## config.mk

```make
export PLATFORM = sky130hd
export DESIGN_NAME = cyrillic_to_qwerty_transcoder_core
export DESIGN_NICKNAME = d
export VERILOG_FILES = /design/src/rtl/ctq_pkg.sv /design/src/rtl/cyrillic_to_qwerty_transcoder_core.sv /design/src/rtl/ctq_front.sv /design/src/rtl/ctq_fifo.sv /design/src/rtl/ctq_back.sv
export SDC_FILE = /design/constraint.sdc
export NUM_CORES = 1
export LEC_CHECK = 0
export ABC_CLOCK_PERIOD_IN_PS = 5900
export BUFFER_PORTS_ARGS = -buffer_cell sky130_fd_sc_hd__buf_2
export CAP_MARGIN = 10
export CORE_MARGIN = 1
export CORE_UTILIZATION = 28
export CTS_CLUSTER_DIAMETER = 40
export CTS_CLUSTER_SIZE = 40
export DETAILED_ROUTE_END_ITERATION = 10
export GPL_ROUTABILITY_DRIVEN = 0
export HOLD_SLACK_MARGIN = 0.15
export SLEW_MARGIN = 20
export SYNTH_ARGS = -nofsm -noshare
export SYNTH_HDL_FRONTEND = slang
export SYNTH_SLANG_ARGS = --single-unit
```

## constraint.sdc

```tcl
create_clock -name i_clk -period 5.9 [get_ports i_clk]
set_input_delay 0.885 -clock i_clk [delete_from_list [all_inputs] [get_ports i_clk]]
set_output_delay 0.885 -clock i_clk [all_outputs]
set_load 0.03 [all_outputs]
```

## src/rtl/ctq_pkg.sv

```systemverilog
// Shared types, constants and key table for the Cyrillic-to-QWERTY transcoder.
`default_nettype none
package ctq_pkg;

    localparam int QUEUE_DEPTH = 4;
    localparam int MAX_OUT     = 3;

    localparam logic [7:0] C_ASCII_LIMIT = 8'h80;
    localparam logic [7:0] C_LEAD_MIN    = 8'hC2;
    localparam logic [7:0] C_LEAD_MASK   = 8'hE0;
    localparam logic [7:0] C_LEAD_TAG    = 8'hC0;
    localparam logic [7:0] C_CONT_MASK   = 8'hC0;
    localparam logic [7:0] C_CONT_TAG    = 8'h80;
    localparam logic [7:0] C_NUM_FIRST   = 8'hE2;
    localparam logic [7:0] C_NUM_SECOND  = 8'h84;
    localparam logic [7:0] C_NUM_THIRD   = 8'h96;
    localparam logic [7:0] C_HASH        = 8'h23;
    localparam logic [10:0] C_CP_GHE_UP  = 11'h490;
    localparam logic [10:0] C_CP_GHE_LO  = 11'h491;
    localparam logic [7:0] C_KEY_GHE_UP  = 8'h55;
    localparam logic [7:0] C_KEY_GHE_LO  = 8'h75;

    localparam int KEY_ROM_SIZE = 96;

    // Key characters for code points 0x0400..0x045F, zero where no key applies.
    localparam logic [7:0] KEY_ROM [KEY_ROM_SIZE] = '{
        8'h00, 8'h7E, 8'h00, 8'h00, 8'h22, 8'h00, 8'h53, 8'h7D,
        8'h00, 8'h00, 8'h00, 8'h00, 8'h00, 8'h00, 8'h55, 8'h00,
        8'h46, 8'h3C, 8'h44, 8'h55, 8'h4C, 8'h54, 8'h3A, 8'h50,
        8'h42, 8'h51, 8'h52, 8'h4B, 8'h56, 8'h59, 8'h4A, 8'h47,
        8'h48, 8'h43, 8'h4E, 8'h45, 8'h41, 8'h7B, 8'h57, 8'h58,
        8'h49, 8'h4F, 8'h7D, 8'h53, 8'h4D, 8'h22, 8'h3E, 8'h5A,
        8'h66, 8'h2C, 8'h64, 8'h75, 8'h6C, 8'h74, 8'h3B, 8'h70,
        8'h62, 8'h71, 8'h72, 8'h6B, 8'h76, 8'h79, 8'h6A, 8'h67,
        8'h68, 8'h63, 8'h6E, 8'h65, 8'h61, 8'h5B, 8'h77, 8'h78,
        8'h69, 8'h6F, 8'h5D, 8'h73, 8'h6D, 8'h27, 8'h2E, 8'h7A,
        8'h00, 8'h60, 8'h00, 8'h00, 8'h27, 8'h00, 8'h73, 8'h5D,
        8'h00, 8'h00, 8'h00, 8'h00, 8'h00, 8'h00, 8'h75, 8'h00
    };

    // Output words produced by one input word.
    typedef struct packed {
        logic [MAX_OUT-1:0][7:0] bytes;
        logic [1:0]              cnt;
        logic                    last;
        logic                    conv;
    } t_bundle;

    function automatic t_bundle push_byte(t_bundle bd, logic [7:0] b);
        t_bundle r;
        r = bd;
        if (bd.cnt < 2'(MAX_OUT)) begin
            r.bytes[bd.cnt] = b;
            r.cnt           = bd.cnt + 2'd1;
        end
        return r;
    endfunction

    function automatic logic [7:0] key_lookup(logic [10:0] cp);
        logic [7:0] k;
        k = 8'h00;
        if (cp[10:7] == 4'b1000 && cp[6:5] != 2'b11) begin
            k = KEY_ROM[cp[6:0]];
        end else if (cp == C_CP_GHE_UP) begin
            k = C_KEY_GHE_UP;
        end else if (cp == C_CP_GHE_LO) begin
            k = C_KEY_GHE_LO;
        end
        return k;
    endfunction

    function automatic logic is_lead(logic [7:0] b);
        return (b >= C_LEAD_MIN && (b & C_LEAD_MASK) == C_LEAD_TAG) || b == C_NUM_FIRST;
    endfunction

endpackage
`default_nettype wire

```

## src/rtl/cyrillic_to_qwerty_transcoder_core.sv

```systemverilog
// Path: an accepted input word is written as a bundle into the bundle queue, and
// the output stage then loads that bundle and presents its first output word.
// Throughput: one input word per cycle while the queue has room; one output word
// per cycle while the receiver is ready and the queue holds bundles. An input
// word yields 0 to 3 output words; bursts are absorbed by a bundle queue of
// QUEUE_DEPTH entries, so input stalls only when output lags. Reset (synchronous,
// active low) clears held bytes, converted flag, queue and output stage.
`default_nettype none
module cyrillic_to_qwerty_transcoder_core #(
    parameter int QUEUE_DEPTH = ctq_pkg::QUEUE_DEPTH
) (
    input  wire logic        i_clk,
    input  wire logic        i_rst_n,
    input  wire logic        i_valid,
    output logic             o_ready,
    input  wire logic [7:0]  i_in_byte,
    input  wire logic        i_in_last,
    output logic             o_valid,
    input  wire logic        i_ready,
    output logic [7:0]       o_out_byte,
    output logic             o_out_last,
    output logic             o_any_converted
);
    import ctq_pkg::*;

    t_bundle f_bundle;
    t_bundle q_data;
    logic    f_push;
    logic    q_full;
    logic    q_empty;
    logic    b_pop;

    ctq_front u_front (
        .i_clk     (i_clk),
        .i_rst_n   (i_rst_n),
        .i_valid   (i_valid),
        .o_ready   (o_ready),
        .i_in_byte (i_in_byte),
        .i_in_last (i_in_last),
        .i_full    (q_full),
        .o_push    (f_push),
        .o_bundle  (f_bundle)
    );

    ctq_fifo #(
        .DEPTH (QUEUE_DEPTH)
    ) u_fifo (
        .i_clk   (i_clk),
        .i_rst_n (i_rst_n),
        .i_push  (f_push),
        .i_data  (f_bundle),
        .o_full  (q_full),
        .i_pop   (b_pop),
        .o_empty (q_empty),
        .o_data  (q_data)
    );

    ctq_back u_back (
        .i_clk           (i_clk),
        .i_rst_n         (i_rst_n),
        .i_empty         (q_empty),
        .i_data          (q_data),
        .o_pop           (b_pop),
        .o_valid         (o_valid),
        .i_ready         (i_ready),
        .o_out_byte      (o_out_byte),
        .o_out_last      (o_out_last),
        .o_any_converted (o_any_converted)
    );

endmodule
`default_nettype wire

```

## src/rtl/ctq_front.sv

```systemverilog
// Front end: holds partial UTF-8 sequences and turns each input word into a bundle.
`default_nettype none
module ctq_front (
    input  wire logic            i_clk,
    input  wire logic            i_rst_n,
    input  wire logic            i_valid,
    output logic                 o_ready,
    input  wire logic [7:0]      i_in_byte,
    input  wire logic            i_in_last,
    input  wire logic            i_full,
    output logic                 o_push,
    output ctq_pkg::t_bundle     o_bundle
);
    import ctq_pkg::*;

    logic [7:0] r_first, n_first;
    logic [7:0] r_second, n_second;
    logic [1:0] r_cnt, n_cnt;
    logic       r_conv, n_conv;
    t_bundle    bd;
    logic       do_fresh;
    logic [7:0] key;
    logic       accept;

    assign o_ready = !i_full;
    assign accept  = i_valid && o_ready;
    assign key     = key_lookup({r_first[4:0], i_in_byte[5:0]});

    always_comb begin
        n_first  = r_first;
        n_second = r_second;
        n_cnt    = r_cnt;
        n_conv   = r_conv;
        bd       = '0;
        do_fresh = 1'b0;
        case (r_cnt)
            2'd0: begin
                do_fresh = 1'b1;
            end
            2'd1: begin
                if (r_first != C_NUM_FIRST) begin
                    n_cnt = 2'd0;
                    if ((i_in_byte & C_CONT_MASK) == C_CONT_TAG) begin
                        if (key != 8'h00) begin
                            bd     = push_byte(bd, key);
                            n_conv = 1'b1;
                        end else begin
                            bd = push_byte(bd, r_first);
                            bd = push_byte(bd, i_in_byte);
                        end
                    end else begin
                        bd       = push_byte(bd, r_first);
                        do_fresh = 1'b1;
                    end
                end else if (i_in_byte == C_NUM_SECOND) begin
                    n_second = i_in_byte;
                    n_cnt    = 2'd2;
                end else begin
                    n_cnt    = 2'd0;
                    bd       = push_byte(bd, r_first);
                    do_fresh = 1'b1;
                end
            end
            default: begin
                n_cnt = 2'd0;
                if (i_in_byte == C_NUM_THIRD) begin
                    bd     = push_byte(bd, C_HASH);
                    n_conv = 1'b1;
                end else begin
                    bd       = push_byte(bd, r_first);
                    bd       = push_byte(bd, r_second);
                    do_fresh = 1'b1;
                end
            end
        endcase
        if (do_fresh) begin
            if (i_in_byte >= C_ASCII_LIMIT && is_lead(i_in_byte)) begin
                n_first = i_in_byte;
                n_cnt   = 2'd1;
            end else begin
                bd = push_byte(bd, i_in_byte);
            end
        end
        // end of string: flush whatever is held
        if (i_in_last) begin
            if (n_cnt >= 2'd1) begin
                bd = push_byte(bd, n_first);
            end
            if (n_cnt >= 2'd2) begin
                bd = push_byte(bd, n_second);
            end
            n_cnt = 2'd0;
        end
        bd.last = i_in_last;
        bd.conv = n_conv;
        if (i_in_last) begin
            n_conv = 1'b0;
        end
    end

    assign o_push   = accept && bd.cnt != 2'd0;
    assign o_bundle = bd;

    always_ff @(posedge i_clk) begin
        if (!i_rst_n) begin
            r_first  <= '0;
            r_second <= '0;
            r_cnt    <= '0;
            r_conv   <= 1'b0;
        end else if (accept) begin
            r_first  <= n_first;
            r_second <= n_second;
            r_cnt    <= n_cnt;
            r_conv   <= n_conv;
        end
    end

endmodule
`default_nettype wire

```

## src/rtl/ctq_fifo.sv

```systemverilog
// Bundle queue between front and back ends.
`default_nettype none
module ctq_fifo #(
    parameter int DEPTH = ctq_pkg::QUEUE_DEPTH
) (
    input  wire logic             i_clk,
    input  wire logic             i_rst_n,
    input  wire logic             i_push,
    input  wire ctq_pkg::t_bundle i_data,
    output logic                  o_full,
    input  wire logic             i_pop,
    output logic                  o_empty,
    output ctq_pkg::t_bundle      o_data
);
    import ctq_pkg::*;

    localparam int AW = (DEPTH > 1) ? $clog2(DEPTH) : 1;
    localparam int CW = $clog2(DEPTH + 1);

    t_bundle         r_mem [DEPTH];
    logic [AW-1:0]   r_wptr, r_rptr;
    logic [CW-1:0]   r_count;
    logic            do_push, do_pop;

    assign o_full  = r_count == CW'(DEPTH);
    assign o_empty = r_count == '0;
    assign do_push = i_push && !o_full;
    assign do_pop  = i_pop && !o_empty;
    assign o_data  = r_mem[r_rptr];

    always_ff @(posedge i_clk) begin
        if (do_push) begin
            r_mem[r_wptr] <= i_data;
        end
    end

    always_ff @(posedge i_clk) begin
        if (!i_rst_n) begin
            r_wptr  <= '0;
            r_rptr  <= '0;
            r_count <= '0;
        end else begin
            if (do_push) begin
                r_wptr <= (r_wptr == AW'(DEPTH - 1)) ? '0 : r_wptr + 1'b1;
            end
            if (do_pop) begin
                r_rptr <= (r_rptr == AW'(DEPTH - 1)) ? '0 : r_rptr + 1'b1;
            end
            case ({do_push, do_pop})
                2'b10:   r_count <= r_count + 1'b1;
                2'b01:   r_count <= r_count - 1'b1;
                default: r_count <= r_count;
            endcase
        end
    end

endmodule
`default_nettype wire

```

## src/rtl/ctq_back.sv

```systemverilog
// Back end: unpacks bundles into single output words from a registered stage.
`default_nettype none
module ctq_back (
    input  wire logic             i_clk,
    input  wire logic             i_rst_n,
    input  wire logic             i_empty,
    input  wire ctq_pkg::t_bundle i_data,
    output logic                  o_pop,
    output logic                  o_valid,
    input  wire logic             i_ready,
    output logic [7:0]            o_out_byte,
    output logic                  o_out_last,
    output logic                  o_any_converted
);
    import ctq_pkg::*;

    t_bundle    r_cur;
    logic [1:0] r_idx;
    logic       r_valid;
    logic       at_end;
    logic       load;

    assign at_end = r_idx == (r_cur.cnt - 2'd1);
    assign load   = !r_valid || (i_ready && at_end);
    assign o_pop  = load && !i_empty;

    assign o_valid         = r_valid;
    assign o_out_byte      = r_cur.bytes[r_idx];
    assign o_out_last      = r_cur.last && at_end;
    assign o_any_converted = r_cur.last && at_end && r_cur.conv;

    always_ff @(posedge i_clk) begin
        if (o_pop) begin
            r_cur <= i_data;
        end
    end

    always_ff @(posedge i_clk) begin
        if (!i_rst_n) begin
            r_valid <= 1'b0;
            r_idx   <= '0;
        end else if (load) begin
            r_valid <= !i_empty;
            r_idx   <= '0;
        end else if (i_ready) begin
            r_idx <= r_idx + 2'd1;
        end
    end

endmodule
`default_nettype wire

```

==> results by group, run 1 <==
STA
  – Final Setup Violations: 0
  – Rel. slew slack: 35.2%
  – Minimum clock period: 4.71 ns
  – Peak Freq: 0.212 GHz
  – Setup Skew: 0.0101 ns
  – Slew Limit Fails: 0
  – Min Hold Slack: 0.469 ns
  – Unrepaired setup endpoints after global routing: false
  – Final Hold Viols: 0
  – Worst setup margin: 1.19 ns
  – Setup TNS: 0 ns
  – Slew @ Worst Pin: 0.964 ns
  – Final Cycle Share: 79.8%

Cells and area
  – Diode count: 0
  – Fin nets: 655
  – Area growth syn-to-layout: 13.9%
  – Fill cells: 2757
  – Share of cells above drive strength 1: 18.9%

Logic synthesis
  – Synth Cell Area: 0.00811 mm²
  – Share of the yosys chip area belonging to registers: 59.0%
  – Synth Area per Inst: 13.3 µm²
  – Yosys warnings: 0
  – Cells after synthesis: 610
  – Synth unique cells: 82
  – Syn nets: 637
  – Number of synthesized flops with an enable pin: 140
  – Yosys reg bits: 169
  – Async set or reset register ratio after synthesis: 0%
  – Top_reg_cell synth: edfxtp_1

Worst setup path
  – Critical Path AT: 5.06 ns
  – Reg2reg path depth: 14
  – Crit path cell chain: buf_2 -> inv_1 -> ha_1 -> or2_1 -> a311o_1 -> a21bo_2 -> nor4_4 -> a31oi_4 -> o31a_1 -> inv_2 -> ha_1 -> inv_1 -> fa_1 -> xor2_1 -> or3_1 -> a21boi_0
  – Critical path start-end classification: input pin to flop
  – Largest stage delay, worst path: 0.45 ns
  – Start point of the critical path: i_in_byte[1]
  – Setup crit end kind: flop
  – Reg2Reg Setup Slack: 1.67 ns
  – Worst R2R Start: u_front.r_first[1]
  – Critical path startpoint category: input pin
  – Delay-heaviest family, CP: compound AO/OA/AOI/OAI gates
  – Req. time, crit path: 6.25 ns
  – Slowest-stage cell, CP: ha_1
  – CP Capture Point: u_fifo.r_count[2]
  – Critical path depth: 16
  – Worst r2r dst: u_fifo.r_count[2]
  – Crit path buffers/inverters: 4
  – Max FO, Critical Path: 16

Clocking
  – CTS H-tree depth: 4
  – Skew-Pair Late Insertion Delay: 0.43 ns
  – Clk Tree Root Cell: clkbuf_16
  – CTS buffer count: 17
  – CTS tree: built
  – # clock sinks: 169
  – Post-CTS resize count: 0
  – Post-CTS Repair Setup Buffers: 0
  – Post-CTS Hold Fix Bufs: 0
  – Clock buffer depth: 2
  – Worst-path clk slew: 0.07 ns

Place
  – Hpwl dp: 11900 µm
  – Port bufs: 24
  – Post-place setup slack: 0.802 ns

Global route
  – Initial antenna violation count: 0
  – Number of global-route vias before repair: 4890
  – Met1 usage: 18.0%
  – Met2 GRT Util: 19.1%
  – Gr usage total: 12.7%
  – Pin count of the biggest net entering global routing: 41
  – Met3 Use GR: 2.98%
  – GR Overflow Total: 0
  – GR peak layer: met2
  – First-pass GRT wire length: 28100 µm

Floorplan
  – I/O Pins: 25
  – Chip Width: 172 µm
  – Starting density of the core: 28.8%
  – Core Region: 0.0282 mm²
  – Die footprint: 0.0296 mm²
  – Die Y: 172 µm
  – Num rows: 61

Route
  – Residual DRC: 0
  – Vias: 5140
  – Routed WL: 17900 µm
  – WL/cell: 17.5 µm
  – DRT Pass-1 Iters: 5
  – Routed Antenna Nets: 0
  – Drt first-iter violations: 551
  – Via/cell ratio: 5.04

Pwr
  – Design Power: 3.58 mW
  – VDD IR max: 0.173 mV
  – Total power per unit cell area: 387 mW/mm²
  – Leak: 3.06 nW

Status
  – Result of the run: complete, no violations

Flow run
  – Maxcap violations: 0

Worst hold path
  – Hold Crit Class: flop to flop
[worst min-delay path by stage]
stage | end | startpoint | slack (ns) | cells past startpoint
global route | u_front.r_second[2] | u_front.r_second[2] | 0.49 | 1
CTS | u_front.r_second[2] | u_front.r_second[2] | 0.47 | 1
global placement | u_front.r_second[2] | u_front.r_second[2] | 0.45 | 1
detailed placement | u_front.r_second[2] | u_front.r_second[2] | 0.45 | 1
floorplan | u_front.r_second[2] | u_front.r_second[2] | 0.44 | 1
finish | u_front.r_second[2] | u_front.r_second[2] | 0.47 | 1
[cell usage after synthesis, drive strengths merged, types with 13 or more instances]
master | n | area, µm²
nand2 | 50 | 188
a21oi | 17 | 85.1
mux2i | 14 | 140
ha | 13 | 163
nand2b | 17 | 106
mux4 | 29 | 653
nor2b | 14 | 87.6
and2 | 18 | 113
clkbuf | 16 | 60.1
nor2 | 26 | 100
inv | 15 | 56.3
a21boi | 14 | 105
buf | 18 | 101
dfxtp | 29 | 581
edfxtp | 140 | 4200
o21ai | 31 | 159
[metrics by stage]
stage               cells  util [%]  area (µm²)
detailed placement    987      30.6        8620
CTS                  1019      32.8        9240
finish               1019      32.8        9240
global route         1019      32.8        9240
floorplan             610         -        8110
global placement      987      30.6        8620
[layout make-up]
| type | instances | area (µm²) | share of cell area (%) |
|---|---|---|---|
| flip-flops and latches | 169 | 4790 | 51.8 |
| multi-input cells | 391 | 3110 | 33.6 |
| well taps | 378 | 473 | 5.12 |
| clock buffers | 17 | 425 | 4.60 |
| clock inverters | 15 | 199 | 2.15 |
| repair buffers | 33 | 188 | 2.03 |
| inverters | 16 | 60.1 | 0.650 |
[report_power, final]
group	switching [mW]	total [mW]	internal, mW
Combinational	0.476	0.796	0.320
Clock	0.527	1.14	0.613
Sequential	0.0865	1.64	1.55
[logic make-up after synthesis]
logic type	count (synthesis)	synth area share [%]
mux	45	10.1
simple gates	186	12.5
flops	169	59.0
buf+inv	50	2.73
compound gates	141	12.9
xor+xnor	5	0.540
fa+ha+maj	14	2.25
[worst register-to-register path: stages (launching register included)]
cell and delay [ns]:
dfxtp_1 0.39, or4b_1 0.60, a21oi_1 0.35, o211ai_1 0.15, a211oi_1 0.43, a31o_2 0.34
a31oi_4 0.17, o31a_1 0.41, inv_2 0.09, ha_1 0.17, inv_1 0.06, fa_1 0.37
xor2_1 0.16, or3_1 0.30, a21boi_0 0.16
[registers in the layout, summed over array words and instances, names as in the netlist]
register          cells
u_fifo.r_mem        112
u_front.r_cnt         2
u_back.r_cur         28
u_back.r_idx          2
u_fifo.r_count        3
u_front.r_first       8
u_front.r_conv        1
u_front.r_second      8
u_fifo.r_rptr         2
u_fifo.r_wptr         2
u_back.o_valid        1
[cells in the final DEF, fill, tap and decap left out, drive strengths merged, types with 4 or more instances in the layout]
cell	count
nor2	26
a21boi	14
ha	13
o211ai	9
nor3	11
inv	21
dfxtp	29
clkbuf	17
mux2i	14
a31o	5
nand2b	17
o21a	7
nand4	7
nand2	50
nor2b	14
nand3	10
a2bb2oi	4
and2	18
and3	11
buf	33
a31oi	7
edfxtp	140
clkinv	6
o21ai	31
nor4	5
a21o	4
or3	4
a21oi	17
a22oi	5
a221o	6
mux4	29
[layer usage]
| metal | vias to the layer above | wire length, µm |
|---|---|---|
| met5 | - | 0 |
| met4 | 0 | 231 |
| met3 | 21 | 1170 |
| met2 | 197 | 8080 |
| met1 | 2509 | 8400 |
| li1 | 2413 | - |
No activity file was read; power rests on OpenSTA's default activity.
==> run 2, diff against run 1 <==
--- a/config.mk
+++ b/config.mk
@@ -5,7 +5,7 @@
 export SDC_FILE = /design/constraint.sdc
 export NUM_CORES = 1
 export LEC_CHECK = 0
-export ABC_CLOCK_PERIOD_IN_PS = 5900
+export ABC_CLOCK_PERIOD_IN_PS = 4700
 export BUFFER_PORTS_ARGS = -buffer_cell sky130_fd_sc_hd__buf_2
 export CAP_MARGIN = 10
 export CORE_MARGIN = 1
==> constraint.sdc (replaced) <==
create_clock -name i_clk -period 4.7 [get_ports i_clk]
set_input_delay 0.705 -clock i_clk [delete_from_list [all_inputs] [get_ports i_clk]]
set_output_delay 0.705 -clock i_clk [all_outputs]
set_load 0.03 [all_outputs]
==> results by group, run 2 (synthesis gave the netlist of run 1 again) <==
Cells and area
  – Fin nets: 667
  – Diode count: 0
  – Biggest register: u_fifo.r_mem
  – Area growth syn-to-layout: 14.9%
  – Fill cells: 2752
  – Share of cells above drive strength 1: 20.1%
  – Most frequent cells in the layout: 140 x edfxtp_1, 50 x nand2_1, 29 x mux4_2, 28 x o21ai_0, 27 x dfxtp_1
  – Largest regs: u_fifo.r_mem (112), u_back.r_cur (28)
  – Footprint of the multi-input gates: 0.00311 mm²
  – Commonest non-fill, non-tap cell in the layout: edfxtp_1
  – Storage element area: 0.00479 mm²
  – Non-filler cells in the finished layout: 1030
  – Largest register FFs: 112

STA
  – Slew @ Worst Pin: 0.838 ns
  – Setup Skew: 0.0157 ns
  – Unrepaired setup endpoints after global routing: false
  – Final Cycle Share: 87.2%
  – Peak Freq: 0.244 GHz
  – Slew Limit Fails: 0
  – Setup TNS: 0 ns
  – Final Setup Violations: 0
  – Min Hold Slack: 0.474 ns
  – Minimum clock period: 4.10 ns
  – Rel. slew slack: 44.1%
  – Final Hold Viols: 0

Worst setup path
  – Critical Path AT: 4.44 ns
  – Crit path buffers/inverters: 5
  – Crit path cell chain: buf_2 -> buf_4 -> ha_1 -> nor2b_1 -> o32a_1 -> nand4_1 -> o211ai_1 -> nor4_4 -> buf_4 -> and3_1 -> o31a_1 -> inv_2 -> ha_1 -> inv_1 -> fa_1 -> xor2_1 -> or3_1 -> a21boi_0
  – Critical path startpoint category: input pin
  – Reg2reg path depth: 15
  – Critical path start-end classification: input pin to flop
  – Reg2Reg Setup Slack: 0.71 ns
  – Largest stage delay, worst path: 0.42 ns
  – CP Capture Point: u_fifo.r_count[2]
  – Req. time, crit path: 5.05 ns
  – Slowest-stage cell, CP: o211ai_1
  – Worst r2r dst: u_fifo.r_count[2]
  – Start point of the critical path: i_in_byte[0]
  – Critical path depth: 18
  – Setup crit end kind: flop
  – Max FO, Critical Path: 14
  – Delay-heaviest family, CP: compound AO/OA/AOI/OAI gates
  – Worst R2R Start: u_front.r_first[3]

Global route
  – First-pass GRT wire length: 28800 µm
  – Number of global-route vias before repair: 5091
  – Gr usage total: 12.9%
  – GR Overflow Total: 0
  – Pin count of the biggest net entering global routing: 41
  – Initial antenna violation count: 0

Route
  – DRT Pass-1 Iters: 5
  – Routed WL: 18100 µm
  – WL/cell: 17.6 µm
  – Via/cell ratio: 5.08
  – Vias: 5235
  – Residual DRC: 0
  – Routed Antenna Nets: 0
  – Drt first-iter violations: 495

Clocking
  – CTS tree: built
  – # clock sinks: 169
  – Post-CTS Repair Setup Buffers: 0
  – Skew-Pair Late Insertion Delay: 0.43 ns
  – Clk Tree Root Cell: clkbuf_16
  – Post-CTS Hold Fix Bufs: 0
  – CTS H-tree depth: 4
  – Post-CTS resize count: 0
  – Worst-path clk slew: 0.06 ns
  – CTS buffer count: 17
  – Clock buffer depth: 2

Place
  – Port bufs: 24
  – Placed insts: 999
  – Hpwl dp: 12300 µm

Pwr
  – VDD IR max: 0.239 mV
  – Leak: 3.11 nW
  – Design Power: 4.40 mW
  – Total power per unit cell area: 472 mW/mm²

Floorplan
  – Chip Width: 172 µm
  – Num rows: 61
  – Core Region: 0.0282 mm²
  – I/O Pins: 25
  – Starting density of the core: 28.8%
  – Die Y: 172 µm
  – Die footprint: 0.0296 mm²

Worst hold path
  – Hold Crit Class: flop to flop

Flow run
  – Maxcap violations: 0

Status
  – Result of the run: complete, no violations
-- run 2: changes by cell type in the layout (fill, tap and decap cells not counted), sizes merged --
cell,before,now
clkinvlp,3,1
buf,33,45
clkinv,6,7
bufinv,1,0
inv,21,22
-- run 2: worst min-delay path by stage --
stage                              from             endpoint  cells after the start
global placement    u_front.r_second[2]  u_front.r_second[2]                      1
CTS                      u_front.r_conv       u_front.r_conv                      2
detailed placement  u_front.r_second[2]  u_front.r_second[2]                      1
global route        u_front.r_second[2]  u_front.r_second[2]                      1
finish              u_front.r_second[2]  u_front.r_second[2]                      1
floorplan           u_front.r_second[2]  u_front.r_second[2]                      1
-- run 2: area by class of cell --
| class | instances | area share [%] |
|---|---|---|
| multi-input combinational | 391 | 33.4 |
| clock inverter | 14 | 1.45 |
| timing repair buffer | 45 | 3.52 |
| inverter | 16 | 0.645 |
| tap | 378 | 5.08 |
| clock buffer | 17 | 4.57 |
| sequential | 169 | 51.4 |
-- run 2: worst register-to-register path, stage by stage (launching register included) --
cell	delay, ns
dfxtp_1	0.39
or4b_4	0.56
nor3b_2	0.44
o211ai_1	0.15
o211ai_1	0.27
nor4_4	0.12
buf_4	0.18
and3_1	0.21
o31a_1	0.34
inv_2	0.07
ha_1	0.17
inv_1	0.06
fa_1	0.37
xor2_1	0.16
or3_1	0.29
a21boi_0	0.15
-- run 2: power breakdown --
part           switching [mW]  total (mW)  internal (mW)
Combinational           0.609        1.03          0.422
Clock                   0.615        1.31          0.698
Sequential              0.105        2.05           1.95
Total                    1.33        4.40           3.07
-- run 2: through the flow --
step                util [%]  setup WS [ns]  instance area (µm²)
CTS                     33.1          0.658                 9320
floorplan                  -          0.248                 8110
global route            33.1          0.450                 9320
global placement        31.1          0.213                 8760
finish                  33.1          0.603                 9320
detailed placement      31.1          0.222                 8760
-- run 2: per-layer routing --
metal / vias to the layer above / global-route usage (%) / share of wire (%)
met3: 26 / 2.93 / 5.9
li1: 2439 / - / -
met2: 181 / 20.3 / 47
met1: 2589 / 17.9 / 46
met4: 0 / 3.31 / 1.1
met5: - / 0 / 0
==> run 3, diff against run 2 <==
--- a/config.mk
+++ b/config.mk
@@ -8,6 +8,7 @@
 export ABC_CLOCK_PERIOD_IN_PS = 4700
 export BUFFER_PORTS_ARGS = -buffer_cell sky130_fd_sc_hd__buf_2
 export CAP_MARGIN = 10
+export CORE_ASPECT_RATIO = 0.6
 export CORE_MARGIN = 1
 export CORE_UTILIZATION = 28
 export CTS_CLUSTER_DIAMETER = 40
==> results by group, run 3 (synthesis gave the netlist of run 1 again) <==
Status
  – Result of the run: complete, no violations

Floorplan
  – Die Y: 134 µm
  – Chip Width: 222 µm
  – I/O Pins: 25
  – Num rows: 47
  – Die footprint: 0.0297 mm²
  – Core Region: 0.0280 mm²
  – Starting density of the core: 29.0%

STA
  – Setup TNS: 0 ns
  – Final Cycle Share: 90.0%
  – Worst setup margin: 0.471 ns
  – Setup Skew: 0.00748 ns
  – Peak Freq: 0.236 GHz
  – Minimum clock period: 4.23 ns
  – Unrepaired setup endpoints after global routing: false
  – Slew @ Worst Pin: 0.884 ns
  – Slew Limit Fails: 0
  – Rel. slew slack: 41.0%
  – Final Setup Violations: 0
  – Final Hold Viols: 0

Place
  – Port bufs: 24
  – Placed insts: 991
  – Post-place setup slack: 0.163 ns
  – Hpwl dp: 14300 µm

Worst setup path
  – Max FO, Critical Path: 9
  – Slowest-stage cell, CP: o211ai_1
  – Critical path startpoint category: input pin
  – Setup crit end kind: flop
  – Critical path start-end classification: input pin to flop
  – Crit path cell chain: buf_2 -> buf_4 -> ha_1 -> mux2i_1 -> o21ai_0 -> nand4_1 -> o211ai_1 -> nor4_4 -> buf_4 -> and3_1 -> o31a_1 -> inv_2 -> ha_1 -> inv_1 -> fa_1 -> xor2_1 -> or3_1 -> a21boi_0
  – Start point of the critical path: i_in_byte[0]
  – Worst R2R Start: u_front.r_first[2]
  – Critical Path AT: 4.58 ns
  – Req. time, crit path: 5.05 ns
  – Largest stage delay, worst path: 0.44 ns

Cells and area
  – Largest regs: u_fifo.r_mem (112), u_back.r_cur (28)
  – Diode count: 0
  – Share of cells above drive strength 1: 19.8%
  – Area growth syn-to-layout: 15.1%
  – Commonest non-fill, non-tap cell in the layout: edfxtp_1
  – Most frequent cells in the layout: 140 x edfxtp_1, 50 x nand2_1, 29 x mux4_2, 28 x o21ai_0, 28 x dfxtp_1
  – Non-filler cells in the finished layout: 1023
  – Biggest register: u_fifo.r_mem
  – Fill cells: 2744
  – Largest register FFs: 112
  – Fin nets: 670

Route
  – Routed WL: 20400 µm
  – Drt first-iter violations: 816
  – WL/cell: 19.9 µm
  – Vias: 5485
  – Residual DRC: 0
  – Routed Antenna Nets: 0
  – DRT Pass-1 Iters: 5
  – Via/cell ratio: 5.36

Global route
  – First-pass GRT wire length: 31600 µm
  – Pin count of the biggest net entering global routing: 33
  – Initial antenna violation count: 0
  – GR Overflow Total: 0
  – Gr usage total: 14.2%
  – Number of global-route vias before repair: 5178

Clocking
  – Post-CTS resize count: 0
  – Clock buffer depth: 2
  – Worst-path clk slew: 0.06 ns
  – Post-CTS Hold Fix Bufs: 0
  – CTS buffer count: 17
  – Clk Tree Root Cell: clkbuf_16
  – # clock sinks: 169
  – CTS H-tree depth: 4
  – Skew-Pair Late Insertion Delay: 0.43 ns
  – Post-CTS Repair Setup Buffers: 0
  – CTS tree: built

Pwr
  – VDD IR max: 0.265 mV
  – Total power per unit cell area: 478 mW/mm²
  – Leak: 3.13 nW

Worst hold path
  – Hold Crit Class: flop to flop
  – Hold Startpoint: u_front.r_conv

Flow run
  – Maxcap violations: 0
==> run 3: final cells by class <==
type                    count  area, µm²  area share (%)
multi-input cells         391       3110            33.3
repair buffers             48        350            3.75
well taps                 367        459            4.92
flip-flops and latches    169       4790            51.3
inverters                  16       60.1           0.644
clock inverters             5       32.5           0.349
clock buffers              27        536            5.74
==> run 3: critical path, delay by kind of cell <==
kind	cells	cell delay [ns]
compound gates	4	1.34
xor+xnor	1	0.16
fa+ha+maj	3	0.83
buf+inv	5	0.69
mux	1	0.10
simple gates	4	0.75
==> run 3: metal layers <==
layer	track usage, %	up-vias	part of all wire (%)
met5	0	-	0
met4	4.36	0	1.3
met3	4.32	29	10
met2	18.9	312	39
met1	21.7	2706	49
li1	-	2438	-
==> run 3: path summary, 6_finish.rpt <==
kind,to,slack [ns],cells past startpoint
min,u_front.r_conv,0.48,2
max,u_fifo.r_count[2],0.47,18
max reg2reg,u_fifo.r_count[2],0.56,15
min reg2reg,u_front.r_conv,0.48,2
==> run 3: through the flow <==
stage | util (%) | power, mW | hold slack (ns) | instance area [µm²]
after floorplan | - | 2.82 | 0.441 | 8110
after global placement | 31.3 | 3.16 | 0.465 | 8760
after detailed placement | 31.3 | 3.17 | 0.472 | 8760
after CTS | 33.3 | 4.51 | 0.484 | 9330
after global routing | 33.3 | 4.68 | 0.504 | 9330
final | 33.3 | 4.46 | 0.483 | 9330
==> run 3: power breakdown <==
part	leakage (nW)	internal [mW]	total, mW	switching [mW]
logic	1.28	0.424	1.07	0.648
clock network	0.279	0.783	1.34	0.554
registers	1.57	1.95	2.05	0.0999
